### src/rtl/irqrmt_pkg.sv
// ----------------------------------------------------------------------------
// irqrmt_pkg
// Types and constants shared by the interrupt remap table modules.
// ----------------------------------------------------------------------------
package irqrmt_pkg;

  localparam int NUM_W = 16;  // request number width
  localparam int TR_W  = 10;  // translated number / max_source width

  localparam logic [TR_W-1:0] MAX_SOURCE_RST = 10'd1023;

  // Request codes
  localparam logic [1:0] REQ_MAP   = 2'd0;
  localparam logic [1:0] REQ_UNMAP = 2'd1;
  localparam logic [1:0] REQ_V2H   = 2'd2;
  localparam logic [1:0] REQ_H2V   = 2'd3;

  // Status codes
  localparam logic [1:0] ST_OK      = 2'd0;
  localparam logic [1:0] ST_INVAL   = 2'd1;
  localparam logic [1:0] ST_ALREADY = 2'd2;

  typedef struct packed {
    logic [1:0]       req_type;
    logic [NUM_W-1:0] virt_num;
    logic [NUM_W-1:0] hw_num;
  } req_t;

  typedef struct packed {
    logic [1:0]      status;
    logic [TR_W-1:0] translated;
  } rsp_t;

  // Controller to datapath
  typedef struct packed {
    logic clear;    // write zero at the clear pointer
    logic capture;  // load an accepted request
    logic read;     // read both tables
    logic exec;     // check, write back, load result
  } ctl_cmd_t;

  // Datapath to controller
  typedef struct packed {
    logic clr_last;
  } dp_stat_t;

endpackage

### src/rtl/irqrmt_ctrl.sv
// ----------------------------------------------------------------------------
// irqrmt_ctrl
// Sequencer: clearing pass after reset, then read / execute per request.
// ----------------------------------------------------------------------------
module irqrmt_ctrl (
  input  logic                clk,
  input  logic                rst,
  input  logic                start,
  input  irqrmt_pkg::dp_stat_t stat,
  output irqrmt_pkg::ctl_cmd_t cmd,
  output logic                busy,
  output logic                done
);

  typedef enum logic [3:0] {
    S_IDLE  = 4'b0001,
    S_CLEAR = 4'b0010,
    S_READ  = 4'b0100,
    S_EXEC  = 4'b1000
  } state_t;

  state_t state, state_next;

  always_comb begin
    state_next = state;
    unique case (state)
      S_CLEAR: begin
        if (stat.clr_last) state_next = S_IDLE;
      end
      S_IDLE: begin
        if (start) state_next = S_READ;
      end
      S_READ: state_next = S_EXEC;
      S_EXEC: begin
        state_next = start ? S_READ : S_IDLE;
      end
      default: state_next = S_CLEAR;
    endcase
  end

  // Writes land at the end of EXEC, reads at the end of READ, so a new
  // request may be taken during EXEC.
  assign busy        = (state == S_CLEAR) || (state == S_READ);
  assign cmd.clear   = (state == S_CLEAR);
  assign cmd.capture = start && !busy;
  assign cmd.read    = (state == S_READ);
  assign cmd.exec    = (state == S_EXEC);

  always_ff @(posedge clk) begin
    if (rst) begin
      state <= S_CLEAR;
      done  <= 1'b0;
    end else begin
      state <= state_next;
      done  <= cmd.exec;
    end
  end

endmodule

### config.mk
export PLATFORM = sky130hd
export DESIGN_NAME = irqrmt_ctrl
export DESIGN_NICKNAME = d
export VERILOG_FILES = /design/src/rtl/irqrmt_pkg.sv /design/src/rtl/irqrmt_ctrl.sv
export SDC_FILE = /design/constraint.sdc
export NUM_CORES = 1
export LEC_CHECK = 0
export BUFFER_PORTS_ARGS = -buffer_cell sky130_fd_sc_hd__buf_2
export CORE_AREA = 2 2 39 41
export DETAILED_ROUTE_END_ITERATION = 8
export DIE_AREA = 0 0 41 43
export SLEW_MARGIN = 20
export SYNTH_ARGS = -nofsm -noshare
export SYNTH_HDL_FRONTEND = slang
export SYNTH_SLANG_ARGS = --single-unit
export TNS_END_PERCENT = 20
### constraint.sdc
create_clock -name clk -period 1.7 [get_ports clk]
set_input_delay 0.34 -clock clk [delete_from_list [all_inputs] [get_ports clk]]
set_output_delay 0.34 -clock clk [all_outputs]
set_load 0.05 [all_outputs]
==> results.rst, run 1 <==
.. list-table::
   :header-rows: 1

   * - Metric
     - Value
   * - Gates resized, CTS repair
     - 0
   * - Number of violations reported at the end of detailed-routing iteration 0
     - 7
   * - Clock tree sinks
     - 5
   * - Vias in the first global route
     - 221
   * - Footprint of the multi-input gates
     - 139 µm²
   * - Wire length of the first global-routing pass
     - 869 µm
   * - Postcts setup bufs
     - 0
   * - Critical Path AT
     - 1.27 ns
   * - Yosys Warn Count
     - 0
   * - Global route overflow
     - 0
   * - H-tree level count
     - 1
   * - Initial Utilization
     - 0.175
   * - CTS Hold Buffers Added
     - 0
   * - Worst Setup Slack, final
     - 0.0891 ns
   * - Clock tree from TritonCTS
     - yes
   * - Post-synthesis compound-gate area fraction
     - 0.216
   * - Total CTS buffers
     - 3
   * - Fin crit share
     - 0.948
   * - Number of search-and-repair iterations in the first detailed-routing pass
     - 4
   * - Result of the run
     - finished, final reports clean
   * - Cell at the root of the clock tree
     - clkbuf_4
   * - CP endpoint
     - cmd[2]
   * - Count of endpoints failing setup in the final report
     - 0
   * - Crit path kind
     - register to output port
   * - Post-synthesis xor/xnor area fraction
     - 0
   * - Fraction of the mapped netlist area in adder cells
     - 0
   * - Total Nets Final
     - 47
   * - Flop-to-flop setup slack
     - 0.62 ns
   * - Critical R2R Capture
     - state[0]$_SDFFE_PP0P_
   * - Number of library cell types mapped by synthesis
     - 17
   * - Class of the most critical hold timing path
     - input port to register
   * - Die extent in y
     - 43 µm
   * - Unrepaired setup endpoints after global routing
     - no
   * - Post-Synth Simple-Gate Area
     - 0.340
   * - Half-perimeter wire length after placement
     - 437 µm
   * - Final Hold Vio Count
     - 0
   * - MaxCap Viol Count
     - 0
   * - Crit Reg-Reg Startpoint
     - state[0]$_SDFFE_PP0P_
   * - Site Rows
     - 14
   * - Antenna diodes
     - 0
   * - Register cell area after layout
     - 103 µm²
   * - Highest achievable clock rate
     - 621 MHz
   * - Kind of capture point of the worst setup path
     - output port
   * - Critical path fanouts, max
     - 7
   * - Area of the die
     - 1760 µm²
   * - DRC violation count after routing
     - 0
   * - Static power due to leakage
     - 0.146 nW
   * - Residual antenna-violating net count after detailed routing
     - 0
   * - Combinational family with the most area after synthesis
     - simple AND/OR/NAND/NOR gates
   * - Average vias per placed instance
     - 4.52
   * - Routed wl met3
     - 62 µm
   * - Number of nets in the synthesized netlist
     - 33
   * - Cell type contributing the most total cell area after synthesis
     - dfxtp_1
   * - Setup TNS
     - 0 ns
   * - Wire length per cell
     - 9.10 µm
   * - Uppermost routed layer
     - met3
   * - Sum of met2 wire segment lengths after detailed routing
     - 218 µm
   * - Insertion delay to the later sink of the worst-skew pair
     - 0.24 ns
   * - Post-route minimum period
     - 1.61 ns
   * - Synth Cell Area
     - 243 µm²
   * - Fraction of final layout cells with drive strength greater than 1
     - 0.405
   * - Worst ir drop on vdd
     - 0.434 mV
   * - Yosys reg bits
     - 5
   * - Top cells by area in the synthesized netlist
     - dfxtp_1, nand2b_1, nor3_1
   * - Worst clock skew
     - 0.00346 ns
   * - Horiz. Die Dim
     - 41 µm
   * - Ports placed on the boundary
     - 10
   * - Met1 Routed Length
     - 246 µm
   * - Sequential cell area fraction in the yosys report
     - 0.412
   * - Gate Count Post-Synth
     - 29
   * - Power density over the cells
     - 987 nW/µm²
   * - Worst Reg-to-Reg Cells
     - 3
   * - Area of the core
     - 1380 µm²
   * - Required arrival time at the worst endpoint
     - 1.36 ns
   * - Vias
     - 262
   * - Longest Clk Path Bufs
     - 2
   * - Final-report max-slew violation count
     - 0
   * - Pre-CTS setup slack
     - 0.312 ns
   * - Area share of the largest cell type after synthesis
     - 0.412
   * - Clock transition at path regs
     - 0.04 ns
   * - Global-route usage over all layers
     - 0.0785
   * - Maximum number of pins on one net before global-route repair
     - 9
   * - Final-layout worst hold slack
     - 0.311 ns
   * - Share of synthesized area spent on multiplexers
     - 0
   * - Worst slew pin tran
     - 0.255 ns
   * - Avg Synthesized Cell Area
     - 8.37 µm²
   * - Final cell count without fillers
     - 58
   * - Total routed wirelength
     - 528 µm
   * - Placed Instances
     - 54
   * - Synthesis-to-finish area growth
     - 41.2%
   * - Startpoint class of the critical path
     - register
   * - Number of port buffers
     - 9
   * - Fill cell count
     - 153
   * - CP startpoint
     - state[1]$_SDFFE_PP1P_
   * - Antenna violations before repair
     - 0
   * - Global placement routability congestion
     - 0.803
   * - Max-Slew Margin vs Limit
     - 0.831
==> how the worst min path moves through the flow <==
| stage | startpoint | endpoint | slack [ns] | cells after the start |
|---|---|---|---|---|
| 4_1_cts | rst | state[0]$_SDFFE_PP0P_ | 0.31 | 2 |
| 6_report | rst | state[0]$_SDFFE_PP0P_ | 0.31 | 2 |
| 2_1_floorplan | rst | state[0]$_SDFFE_PP0P_ | 0.40 | 1 |
| 3_5_place_dp | state[2]$_SDFFE_PP0P_ | state[0]$_SDFFE_PP0P_ | 0.52 | 1 |
| 3_3_place_gp | state[2]$_SDFFE_PP0P_ | state[0]$_SDFFE_PP0P_ | 0.52 | 1 |
| 5_1_grt | rst | state[0]$_SDFFE_PP0P_ | 0.31 | 2 |
==> worst max-delay path, stage by stage, from the launching register on <==
cell and delay (ns):
dfxtp_1 0.40, nand2b_1 0.21, a21boi_2 0.08, nor2b_1 0.11, clkbuf_4 0.23
==> layer usage <==
metal,GRT usage,vias up
met1,0.0971,120
met5,0,-
met2,0.0906,12
met3,0.0681,0
li1,-,130
met4,0.0400,0
==> sequential cells by signal, summed over array words and instances, names as in the netlist <==
register,flops
state,4
done,1
==> cell type report <==
type / count / share of cell area
clock buffers: 4 / 0.0766
inverters: 2 / 0.0219
multi-input cells: 22 / 0.405
flip-flops and latches: 5 / 0.299
well taps: 16 / 0.0584
repair buffers: 9 / 0.139
==> placed cells by master (no fill, tap or decap) <==
cell / instances
buf_2: 8
nand2b_1: 4
nor3_1: 4
clkbuf_4: 4
dfxtp_1: 3
nor2_1: 2
inv_1: 2
dfxtp_2: 2
a21boi_2: 1
nor2b_1: 1
nand2_1: 1
a21oi_1: 1
o211ai_1: 1
o21ai_0: 1
and2b_2: 1
a31oi_1: 1
a211o_1: 1
nand3_1: 1
a211oi_2: 1
nor4_1: 1
clkbuf_1: 1
==> synth_stat cells <==
master    n
dfxtp_1   5
nand2b_1  4
nor3_1    4
inv_1     2
nor2_1    2
a211o_1   1
a211oi_2  1
a21boi_1  1
a21oi_1   1
a31oi_1   1
and2b_2   1
nand2_1   1
nand3_1   1
nor2b_1   1
nor4_1    1
o211ai_1  1
o21ai_0   1
==> power breakdown <==
group / internal, W / leakage (nW) / total, W / switching [W]
Clock: 0.0000887 / 0.0150 / 0.000136 / 0.0000475
Combinational: 0.0000224 / 0.0891 / 0.0000728 / 0.0000504
Sequential: 0.000123 / 0.0416 / 0.000130 / 0.00000697
==> through the flow <==
step | power (W) | instance area [µm²] | utilization
after detailed placement | 0.000203 | 312 | 0.225
after global placement | 0.000203 | 312 | 0.225
after global routing | 0.000366 | 343 | 0.248
after CTS | 0.000346 | 338 | 0.244
final | 0.000338 | 343 | 0.248
after floorplan | 0.000185 | 246 | -
==> cells by family (layout without fill, tap and decap cells) <==
| logic type | Yosys count | in the layout |
|---|---|---|
| compound gates | 7 | 7 |
| buf+inv | 2 | 15 |
| flops | 5 | 5 |
| simple gates | 15 | 15 |
Note: power is estimated with default switching activity, not from simulation.
==> run 2: changes to the inputs <==
Settings changed: CTS_BUF_LIST set to sky130_fd_sc_hd__clkbuf_8.
Clock period 1.7 ns to 2.1 ns, I/O delays scaled along.
==> run 2 against run 1 <==
  * Sequential cell count unchanged
  * Critical endpoint unchanged
  * Sequential share of layout area decreased by 1.9 points
  * Clock power increased by 26%
  * Critical path depth unchanged
  * First-iteration DRC count decreased by 86%
  * Largest cell class unchanged
  * Routed wire length increased by 3.0%
  * Non-clock buffer count unchanged
==> results.rst, run 2 (same netlist as run 1, synthesis figures left out) <==
.. list-table::
   :header-rows: 1

   * - Metric
     - Value
   * - Critical path fanouts, max
     - 7
   * - Placed Instances
     - 54
   * - Fraction of final layout cells with drive strength greater than 1
     - 0.357
   * - Synthesis-to-finish area growth
     - 46.9%
   * - Final-layout worst hold slack
     - 0.410 ns
   * - Commonest cells after routing, fill and taps aside
     - buf_2, dfxtp_1, nand2b_1, nor3_1
   * - Cell at the root of the clock tree
     - clkbuf_8
   * - Register bank with the most flops
     - state
   * - Core occupancy in the finished layout
     - 0.258
   * - Number of violations reported at the end of detailed-routing iteration 0
     - 1
   * - Die extent in y
     - 43 µm
   * - Half-perimeter wire length after placement
     - 447 µm
   * - Switching Power
     - 0.0000922 W
   * - Crit path kind
     - register to output port
   * - Registers with the most flip-flops
     - state: 4 flops, done: 1 flops
   * - Total Nets Final
     - 47
   * - Clock tree sinks
     - 5
   * - Antenna diodes
     - 0
   * - Vias
     - 261
   * - Post-route minimum period
     - 1.69 ns
   * - Flip-flop count of the largest register, all copies and words added
     - 4
   * - Worst slew pin tran
     - 0.255 ns
   * - Global route overflow
     - 0
   * - Total CTS buffers
     - 3
   * - MaxCap Viol Count
     - 0
   * - Wire length per cell
     - 9.38 µm
   * - Horiz. Die Dim
     - 41 µm
   * - Residual antenna-violating net count after detailed routing
     - 0
   * - Most common library cell in the layout ignoring fill and taps
     - buf_2
   * - Final Hold Vio Count
     - 0
   * - Postcts setup bufs
     - 0
   * - Ports placed on the boundary
     - 10
   * - Clock tree from TritonCTS
     - yes
   * - Area of the die
     - 1760 µm²
   * - Total routed wirelength
     - 544 µm
   * - Unrepaired setup endpoints after global routing
     - no
   * - Setup TNS
     - 0 ns
   * - Gates resized, CTS repair
     - 0
   * - Switching part of the total
     - 0.276
   * - Flop-to-flop setup slack
     - 0.96 ns
   * - Required arrival time at the worst endpoint
     - 1.68 ns
   * - Insertion delay to the later sink of the worst-skew pair
     - 0.22 ns
   * - Result of the run
     - finished, final reports clean
   * - Overall Power
     - 0.000334 W
   * - CTS Hold Buffers Added
     - 0
   * - DRC violation count after routing
     - 0
   * - Class of the most critical hold timing path
     - input port to register
   * - Worst ir drop on vdd
     - 0.420 mV
   * - Wire length of the first global-routing pass
     - 848 µm
   * - Longest Clk Path Bufs
     - 2
   * - Critical Path AT
     - 1.26 ns
   * - Average vias per placed instance
     - 4.50
   * - Initial Utilization
     - 0.175
   * - Antenna violations before repair
     - 0
   * - Final-report max-slew violation count
     - 0
   * - H-tree level count
     - 1
   * - Highest achievable clock rate
     - 593 MHz
   * - Global placement routability congestion
     - 0.805
   * - Combinational share of power
     - 0.175
   * - Count of endpoints failing setup in the final report
     - 0
   * - Fin crit share
     - 0.802
   * - Area of the core
     - 1380 µm²
   * - Internal Pwr Total
     - 0.000242 W
   * - Max-Slew Margin vs Limit
     - 0.831
   * - Global-route usage over all layers
     - 0.0763
   * - Startpoint class of the critical path
     - register
   * - Power share of the clock group
     - 0.511
   * - Number of port buffers
     - 9
   * - Worst clock skew
     - 0.00261 ns
   * - Vias in the first global route
     - 201
   * - Static power due to leakage
     - 0.157 nW
   * - Kind of capture point of the worst setup path
     - output port
   * - Power density over the cells
     - 936 nW/µm²
   * - Maximum number of pins on one net before global-route repair
     - 9
   * - Site Rows
     - 14
   * - Part of the power in registers
     - 0.314
   * - Clock transition at path regs
     - 0.04 ns
   * - Number of search-and-repair iterations in the first detailed-routing pass
     - 2
   * - Final cell count without fillers
     - 58
run 2: power by group through the flow:
stage / Combinational [W] / Sequential (W) / Clock [W]
2_1_floorplan: 0.0000446 / 0.000105 / 0
3_3_place_gp: 0.0000586 / 0.000106 / 0
3_5_place_dp: 0.0000588 / 0.000106 / 0
4_1_cts: 0.0000589 / 0.000105 / 0.000178
5_1_grt: 0.0000621 / 0.000106 / 0.000188
6_report: 0.0000583 / 0.000105 / 0.000171
run 2: layout make-up:
class | instances | area (µm²)
fillers | 151 | 1030
multi-input cells | 22 | 139
flip-flops and latches | 5 | 100
repair buffers | 9 | 45.0
clock buffers | 3 | 41.3
well taps | 16 | 20.0
inverters | 2 | 7.51
clock inverters | 1 | 3.75
run 2: per-stage QoR:
stage | instance area [µm²] | worst slack, ns
after floorplan | 246 | 0.0889
after global routing | 357 | 0.329
after detailed placement | 312 | 0.634
after global placement | 312 | 0.652
final | 357 | 0.415
after CTS | 357 | 0.396
run 2: per-layer routing:
| layer | GRT usage | wire [µm] | up-vias |
|---|---|---|---|
| met4 | 0.0400 | 0 | 0 |
| met1 | 0.0868 | 252 | 122 |
| li1 | - | - | 130 |
| met3 | 0.0733 | 57 | 0 |
| met2 | 0.0906 | 234 | 9 |
| met5 | 0 | 0 | - |
run 2: path summary, 6_finish.rpt:
path,from,end,depth (start not counted)
min reg2reg,state[2]$_SDFFE_PP0P_,state[0]$_SDFFE_PP0P_,1
min,rst,state[0]$_SDFFE_PP0P_,2
max,state[3]$_SDFFE_PP0P_,cmd[2],4
max reg2reg,state[0]$_SDFFE_PP0P_,state[1]$_SDFFE_PP1P_,3
run 2: worst max-delay path, stage by stage (launching register included):
cell      delay (ns)
dfxtp_1         0.43
nor2_1          0.09
a21boi_2        0.16
nor2b_1         0.10
buf_2           0.26
==> run 3: changes to the inputs <==
Settings changed: ABC_AREA set to 1.
Clock period 2.1 ns to 1.3 ns, I/O delays scaled along.
==> run 3 against run 2 <==
  * The run now ends with setup timing left
  * First-iteration DRC count rose by 100%
  * Clock power increased by 60%
  * Clock-buffer cell count unchanged
  * Hold slack got worse by 0.14 ns
  * Setup slack got worse by 0.45 ns
  * Critical path depth increased by 1
==> results.rst, run 3 <==
.. list-table::
   :header-rows: 1

   * - Metric
     - Value
   * - Cell at the root of the clock tree
     - clkbuf_8
   * - Critical Path AT
     - 1.08 ns
   * - Number of nets in the synthesized netlist
     - 40
   * - Worst min-delay path endpoint
     - state[3]$_SDFFE_PP0P_
   * - Internal Pwr Total
     - 0.000526 W
   * - Fin crit share
     - 1.03
   * - Static power due to leakage
     - 0.257 nW
   * - Flip-flop count of the largest register, all copies and words added
     - 4
   * - Cell type contributing the most total cell area after synthesis
     - dfxtp_1
   * - Setup TNS
     - -0.0757 ns
   * - DRC violation count after routing
     - 0
   * - Area share of the largest cell type after synthesis
     - 0.412
   * - Clock tree from TritonCTS
     - yes
   * - Power density over the cells
     - 1620 nW/µm²
   * - Antenna diodes
     - 0
   * - Half-perimeter wire length after placement
     - 460 µm
   * - Maximum number of pins on one net before global-route repair
     - 6
   * - Wire length of the first global-routing pass
     - 1.03 mm
   * - Part of the power in registers
     - 0.235
   * - Fraction of final layout cells with drive strength greater than 1
     - 0.614
   * - Worst slew pin tran
     - 0.248 ns
   * - Registers with the most flip-flops
     - state: 4 flops, done: 1 flops
   * - Required arrival time at the worst endpoint
     - 1.04 ns
   * - Area of the die
     - 1760 µm²
   * - Gate Count Post-Synth
     - 36
   * - Clock transition at path regs
     - 0.04 ns
   * - Highest achievable clock rate
     - 747 MHz
   * - Switching part of the total
     - 0.359
   * - Synthesis-to-finish area growth
     - 109%
   * - MaxCap Viol Count
     - 0
   * - Register cell area after layout
     - 108 µm²
   * - Unrepaired setup endpoints after global routing
     - yes
   * - Kind of capture point of the worst setup path
     - output port
   * - Class of the most critical hold timing path
     - input port to register
   * - Area of the core
     - 1380 µm²
   * - Horiz. Die Dim
     - 41 µm
   * - Number of violations reported at the end of detailed-routing iteration 0
     - 2
   * - Yosys reg bits
     - 5
   * - Number of search-and-repair iterations in the first detailed-routing pass
     - 4
   * - Worst Setup Slack, final
     - -0.0392 ns
   * - Crit Reg-Reg Startpoint
     - state[1]$_SDFFE_PP1P_
   * - H-tree level count
     - 1
   * - Combinational share of power
     - 0.431
   * - Initial Utilization
     - 0.175
   * - CTS Hold Buffers Added
     - 0
   * - Worst clock skew
     - 0.00165 ns
   * - Top cell types by occurrence after synthesis
     - inv_1, nor2_1, dfxtp_1, nand2_1, nand3_1
   * - Share of synthesized flip-flops with an asynchronous set or reset
     - 0
   * - Flop-to-flop setup slack
     - 0.07 ns
   * - Global route overflow
     - 0
   * - Register bank with the most flops
     - state
   * - Yosys Warn Count
     - 0
   * - Vias in the first global route
     - 292
   * - Count of endpoints failing setup in the final report
     - 3
   * - Final-layout worst hold slack
     - 0.271 ns
   * - Global placement routability congestion
     - 0.754
   * - Crit path kind
     - register to output port
   * - Startpoint class of the critical path
     - register
   * - Worst ir drop on vdd
     - 0.604 mV
   * - Fill cell count
     - 146
   * - Top cells by area in the synthesized netlist
     - dfxtp_1, inv_1, nor2_1
   * - Synth Cell Area
     - 243 µm²
   * - Vias
     - 296
   * - Cell with the most instances after synthesis
     - inv_1
   * - Global-route usage over all layers
     - 0.0903
   * - Post-route minimum period
     - 1.34 ns
   * - Worst hold path cell count
     - 2
   * - Max-Slew Margin vs Limit
     - 0.836
   * - Total Nets Final
     - 62
   * - Final Hold Vio Count
     - 0
   * - Avg Synthesized Cell Area
     - 6.74 µm²
   * - Number of port buffers
     - 9
   * - Total routed wirelength
     - 682 µm
   * - Power share of the clock group
     - 0.334
   * - Insertion delay to the later sink of the worst-skew pair
     - 0.22 ns
   * - Pre-CTS setup slack
     - 0.0269 ns
   * - Sequential cell area fraction in the yosys report
     - 0.412
   * - Ports placed on the boundary
     - 10
   * - Footprint of the multi-input gates
     - 165 µm²
   * - Commonest cells after routing, fill and taps aside
     - buf_4, inv_1, nor2_1
   * - Final-report max-slew violation count
     - 0
   * - Worst Reg-to-Reg Cells
     - 7
   * - Wire length per cell
     - 9.34 µm
   * - Number of library cell types mapped by synthesis
     - 10
   * - Critical path fanouts, max
     - 3
   * - Startpoint of the lowest-slack hold path
     - rst
   * - Most common library cell in the layout ignoring fill and taps
     - buf_4
   * - Residual antenna-violating net count after detailed routing
     - 0
   * - Clock tree sinks
     - 5
   * - Result of the run
     - finished, violations left
   * - Total CTS buffers
     - 3
   * - Longest Clk Path Bufs
     - 2
   * - Violated checks
     - setup timing
   * - Antenna violations before repair
     - 0
   * - Average vias per placed instance
     - 4.05
   * - Site Rows
     - 14
   * - Count of flip-flops with a built-in enable after synthesis
     - 0
   * - Switching Power
     - 0.000295 W
   * - Die extent in y
     - 43 µm
   * - Critical R2R Capture
     - state[1]$_SDFFE_PP1P_
   * - Top FF cell, synth
     - dfxtp_1
## run 3: what timing repair did
item | CTS | global route
gates resized for setup | 19 | 6
setup buffers | 3 | 2
pin swaps | 4 | 3
setup endpoints to repair | 5 | 5
## run 3: how the worst max path moves through the flow
stage | from | end | slack (ns)
after global placement | state[1]$_SDFFE_PP1P_ | cmd[2] | 0.03
after floorplan | state[2]$_SDFFE_PP0P_ | cmd[2] | 0.002
final | state[1]$_SDFFE_PP1P_ | cmd[2] | -0.04
after detailed placement | state[1]$_SDFFE_PP1P_ | busy | 0.03
after global routing | state[3]$_SDFFE_PP0P_ | cmd[0] | -0.08
after CTS | state[1]$_SDFFE_PP1P_ | cmd[2] | -0.06
## run 3: cell families after synthesis
group / Yosys count / synth area share
and+or+nand+nor: 22 / 0.443
buffers and inverters: 8 / 0.124
AOI/OAI and AO/OA: 1 / 0.0206
DFF: 5 / 0.412
## run 3: critical path, cell delays in order, from the launching register on
cell     delay [ns]
dfxtp_4        0.35
nor2_4         0.13
nand3_4        0.10
nand2_4        0.09
nor2_4         0.03
buf_6          0.14
## run 3: area by class of cell
type	instances	share of cell area
timing repair buffer	17	0.276
multi-input combinational	23	0.325
clock buffer	3	0.0813
clock inverter	1	0.00739
sequential	5	0.212
inverter	8	0.0591
tap	16	0.0394
## run 3: metal layers
| layer | track usage | vias up | part of all wire |
|---|---|---|---|
| met5 | 0 | - | 0 |
| met1 | 0.0897 | 131 | 0.40 |
| met2 | 0.138 | 14 | 0.53 |
| li1 | - | 151 | - |
| met4 | 0.0800 | 0 | 0 |
| met3 | 0.0314 | 0 | 0.066 |
## run 3: metrics by stage
| stage | instance area, µm² | power (W) | cells | util |
|---|---|---|---|---|
| floorplan | 258 | 0.000375 | 36 | - |
| global placement | 345 | 0.000435 | 64 | 0.250 |
| detailed placement | 345 | 0.000436 | 64 | 0.250 |
| CTS | 475 | 0.000782 | 71 | 0.344 |
| global route | 508 | 0.000862 | 73 | 0.367 |
| finish | 508 | 0.000821 | 73 | 0.367 |
## run 3: power by group through the flow
stage / clock (W) / combinational, W / sequential, W
final: 0.000274 / 0.000353 / 0.000193
after global placement: 0 / 0.000253 / 0.000183
after floorplan: 0 / 0.000194 / 0.000181
after global routing: 0.000292 / 0.000375 / 0.000195
after CTS: 0.000283 / 0.000309 / 0.000190
after detailed placement: 0 / 0.000253 / 0.000183
